**src/rtl/ofbl_pkg.sv**
```systemverilog
// ----------------------------------------------------------------------------
// ofbl_pkg
// Types and codes shared by the order free bitmap list modules.
// ----------------------------------------------------------------------------
package ofbl_pkg;
    localparam logic [1:0] ACT_FREE  = 2'd0;
    localparam logic [1:0] ACT_CLAIM = 2'd1;
    localparam logic [1:0] ACT_ALLOC = 2'd2;
    localparam logic [1:0] ACT_NOP   = 2'd3;

    localparam logic [1:0] ST_OK          = 2'd0;
    localparam logic [1:0] ST_DOUBLE_FREE = 2'd1;
    localparam logic [1:0] ST_DOUBLE_CLAIM = 2'd2;
    localparam logic [1:0] ST_EMPTY       = 2'd3;

    localparam int BIT_W = 5;
    localparam int BITS_PER_WORD = 32;

    typedef struct packed {
        logic [1:0]  action;
        logic [2:0]  order_index;
        logic [10:0] block_index;
    } req_t;

    typedef struct packed {
        logic [10:0] granted_block;
        logic [1:0]  status;
    } rsp_t;

    // Datapath commands, one per controller step.
    typedef enum logic [2:0] {
        CMD_IDLE,
        CMD_LOAD,   // latch request, read head
        CMD_RD,     // read word bits and links
        CMD_EXEC,   // decide and write word / head
        CMD_PATCH1, // patch first neighbor link
        CMD_PATCH2  // patch second neighbor link
    } cmd_t;

    typedef struct packed {
        logic done;   // result known after EXEC, no patches needed
    } stat_t;
endpackage

```
**src/rtl/ofbl_ctrl.sv**
```systemverilog
// ----------------------------------------------------------------------------
// ofbl_ctrl
// Sequencer stepping each item through read, execute and link patches.
// ----------------------------------------------------------------------------
module ofbl_ctrl (
    input  logic           clk,
    input  logic           rst_n,
    input  logic           in_valid,
    output logic           in_ready,
    output logic           out_valid,
    input  logic           out_ready,
    input  ofbl_pkg::stat_t stat,
    output ofbl_pkg::cmd_t cmd
);
    import ofbl_pkg::*;

    localparam logic [2:0] S_IDLE = 3'd0;
    localparam logic [2:0] S_RD   = 3'd1;
    localparam logic [2:0] S_EXEC = 3'd2;
    localparam logic [2:0] S_P1   = 3'd3;
    localparam logic [2:0] S_P2   = 3'd4;

    logic [2:0] state_reg, state_next;
    logic       ov_reg, ov_next;
    logic       fin;

    assign in_ready  = (state_reg == S_IDLE) && !ov_reg;
    assign out_valid = ov_reg;

    always_comb
    begin
        state_next = state_reg;
        cmd = CMD_IDLE;
        fin = 1'b0;
        unique case (state_reg)
            S_IDLE:
            begin
                if (in_valid && in_ready)
                begin
                    cmd = CMD_LOAD;
                    state_next = S_RD;
                end
            end
            S_RD:
            begin
                cmd = CMD_RD;
                state_next = S_EXEC;
            end
            S_EXEC:
            begin
                cmd = CMD_EXEC;
                if (stat.done)
                begin
                    fin = 1'b1;
                    state_next = S_IDLE;
                end
                else
                begin
                    state_next = S_P1;
                end
            end
            S_P1:
            begin
                cmd = CMD_PATCH1;
                state_next = S_P2;
            end
            S_P2:
            begin
                cmd = CMD_PATCH2;
                fin = 1'b1;
                state_next = S_IDLE;
            end
            default: state_next = S_IDLE;
        endcase
        ov_next = fin ? 1'b1 : (ov_reg && !out_ready);
    end

    always_ff @(posedge clk or negedge rst_n)
    begin
        if (!rst_n)
        begin
            state_reg <= S_IDLE;
            ov_reg <= 1'b0;
        end
        else
        begin
            state_reg <= state_next;
            ov_reg <= ov_next;
        end
    end
endmodule

```
**config.mk**
```make
export PLATFORM = sky130hd
export DESIGN_NAME = ofbl_ctrl
export DESIGN_NICKNAME = d
export VERILOG_FILES = /design/src/rtl/ofbl_pkg.sv /design/src/rtl/ofbl_ctrl.sv
export SDC_FILE = /design/constraint.sdc
export NUM_CORES = 1
export LEC_CHECK = 0
export BUFFER_PORTS_ARGS = -buffer_cell sky130_fd_sc_hd__clkbuf_2
export CAP_MARGIN = 20
export CORE_AREA = 2 2 39 41
export CTS_CLUSTER_SIZE = 14
export DETAILED_ROUTE_END_ITERATION = 7
export DIE_AREA = 0 0 41 43
export PLACE_DENSITY_LB_ADDON = 0.15
export REMOVE_ABC_BUFFERS = 1
export SLEW_MARGIN = 20
export SYNTH_ARGS = -nofsm -noshare
export SYNTH_HDL_FRONTEND = slang
export SYNTH_SLANG_ARGS = --single-unit
```
**constraint.sdc**
```tcl
create_clock -name clk -period 1.3 [get_ports clk]
set_input_delay 0.065 -clock clk [delete_from_list [all_inputs] [get_ports clk]]
set_output_delay 0.065 -clock clk [all_outputs]
set_load 0.05 [all_outputs]
```
==> impl_metrics.csv <==
group,metric,value,unit
place,dpl_cell_area,320,um^2
global_route,grt_pass1_wl,1000,um
floorplan,start_util,17.5,%
outcome,status,"finished with violations",
clocking,clock_latency,0.23,ns
sta,fin_crit,1.37,ns
clocking,path_clk_slew,0.03,ns
floorplan,floorplan.die_area,1760,um^2
sta,setup_slack,-0.0661,ns
sta,rsz0062_at_grt,"true",
global_route,overflow,0,
finish,largest_reg_flops,3,
sta,timing.final.crit_share,105,%
finish,fillers,164,
global_route,grt_max_degree,8,
logic_synthesis,synth_cells,25,
sta,maxSlewViolCount,0,
detailed_routing,post_drt_wl_per_cell,10.8,um
sta,max_slew.worst_pin.slew,0.274,ns
place,gp_congestion,0.720,
detailed_routing,viasPerCell,4.45,
logic_synthesis,synth.avg_cell_area,9.66,um^2
detailed_routing,drtAntennaViolNets,0,
clocking,numCtsBuffers,3,
global_route,track_usage,8.68,%
detailed_routing,drc,0,
logic_synthesis,synth.yosys.seq_area_share,41.5,%
critical_path,crit_path_max_fanout,5,
floorplan,io_pins,10,
clocking,cts_tree,"yes",
detailed_routing,drt_iter0_drc,2,
floorplan,fp-row-count,14,
detailed_routing,first_pass_iters,4,
detailed_routing,finalWirelength,628,um
floorplan,core-area,1380,um^2
critical_path,start_kind,"flop",
place,dp.cells,52,
critical_path,cp.required,1.24,ns
sta,slew_headroom,81.8,%
logic_synthesis,synth-seq-cells,4,
finish,area.growth.synth_to_final,82.4,%
sta,fin_skew,0.00523,ns
critical_path,path_class,"reg -> out",
critical_path,end_kind,"output pin",
clocking,clock_sinks,4,
floorplan,die_y,43,um
finish,diodes,0,
finish,final_cell_area,440,um^2
detailed_routing,vias,258,
job,drv_cap,0,
outcome,violations,"setup timing",
clocking,htree_num_levels,1,
place,port_buffers,9,
logic_synthesis,synth.distinct_cells,16,
global_route,grt_pass1_vias,250,
critical_path,arrival,1.30,ns
clocking,clockRootBuffer,"clkbuf_4",
logic_synthesis,synth_top_area_share,41.5,%
finish,layout.cells.non_filler,58,
clocking,clock_path_buffers,2,
sta,worst_hold_slack,0.115,ns
global_route,antenna_found_initial,0,
logic_synthesis,syn_area,241,um^2
finish,layout-drive-gt1-share,59.5,%
finish,layout_common_cells,"clkbuf_2 (5), buf_4 (5), nand2b_1 (3), clkbuf_4 (3), buf_8 (3)",
sta,final-hold-violation-count,0,
hold_path,min_path_type,"in -> reg",
sta,max_freq,732,MHz
finish,nNetsFinal,49,
sta,setup_viol,3,
logic_synthesis,yosys_warnings,0,
logic_synthesis,netlist_top_cells_area,"dfrtp_1 (41%), or3b_1 (11%), nand2b_1 (7.8%)",
logic_synthesis,synth_area_leader_cell,"dfrtp_1",
place,dpl.hpwl,437,um
floorplan,die_width,41,um
==> cells in the mapped netlist, drive strengths merged <==
cell and number:
a211oi 1, a21oi 3, buf 2, dfrtp 4
nand2 1, nand2b 3, nand3 1, nand4bb 1
nor2 1, nor2b 1, nor4 1, o21ai 1
o31a 1, or2b 1, or3b 3
==> layer usage <==
metal	share of wire, %	GRT usage [%]	vias to the layer above
met5	0	0	-
met3	3.3	3.14	0
met2	49	10.0	6
met1	47	12.7	129
met4	0	6.00	0
li1	-	-	123
==> logic make-up after synthesis <==
kind of cell | count (synthesis) | share of synthesized area, %
AO/OA/AOI/OAI | 6 | 15.0
buffers and inverters | 2 | 6.73
flip-flops | 4 | 41.5
AND/OR/NAND/NOR | 13 | 36.8
==> per-stage QoR <==
step	util, %	worst slack [ns]	setup TNS [ns]
floorplan	-	-0.862	-1.47
global placement	23.1	0.0244	0
detailed placement	23.1	-0.00269	-0.00269
CTS	29.0	-0.119	-0.284
global route	31.8	-0.114	-0.327
finish	31.8	-0.0661	-0.122
==> path summary, 6_finish.rpt <==
kind                               from            to  slack (ns)  depth (start not counted)
setup / recovery           state_reg[2]        cmd[2]       -0.07                          3
hold / removal                out_ready     out_valid        0.11                          3
setup reg to reg           state_reg[1]  state_reg[0]        0.04                          3
hold reg to reg            state_reg[0]     out_valid        0.62                          2
max in group asynchronous         rst_n  state_reg[2]        0.99                          2
min in group asynchronous         rst_n  state_reg[0]        0.17                          2
==> area by class of cell <==
class,instances,area [um^2],share of cell area (%)
Tap cell,16,20.0,4.55
Clock buffer,3,22.5,5.11
Sequential cell,4,103,23.3
Multi-Input combinational cell,19,155,35.2
Timing Repair Buffer,16,140,31.8
==> critical path, cell delays in order (launching register included) <==
cell and delay (ns):
dfrtp_2 0.42, or3b_4 0.40, o21ai_2 0.08, buf_8 0.16
==> timing repair <==
item / 4_1_cts / 5_1_grt
cloned: 0 / 0
resized for setup: 10 / 12
hold buffers: 1 / 0
hold endpoints to repair: 4 / 0
pin swaps: 1 / 1
setup endpoints to repair: 4 / 5
setup buffers: 2 / 0
Power is left out: the tool's default activity adds up to more than one toggle a clock period on the data nets, which glitch-free logic cannot reach.
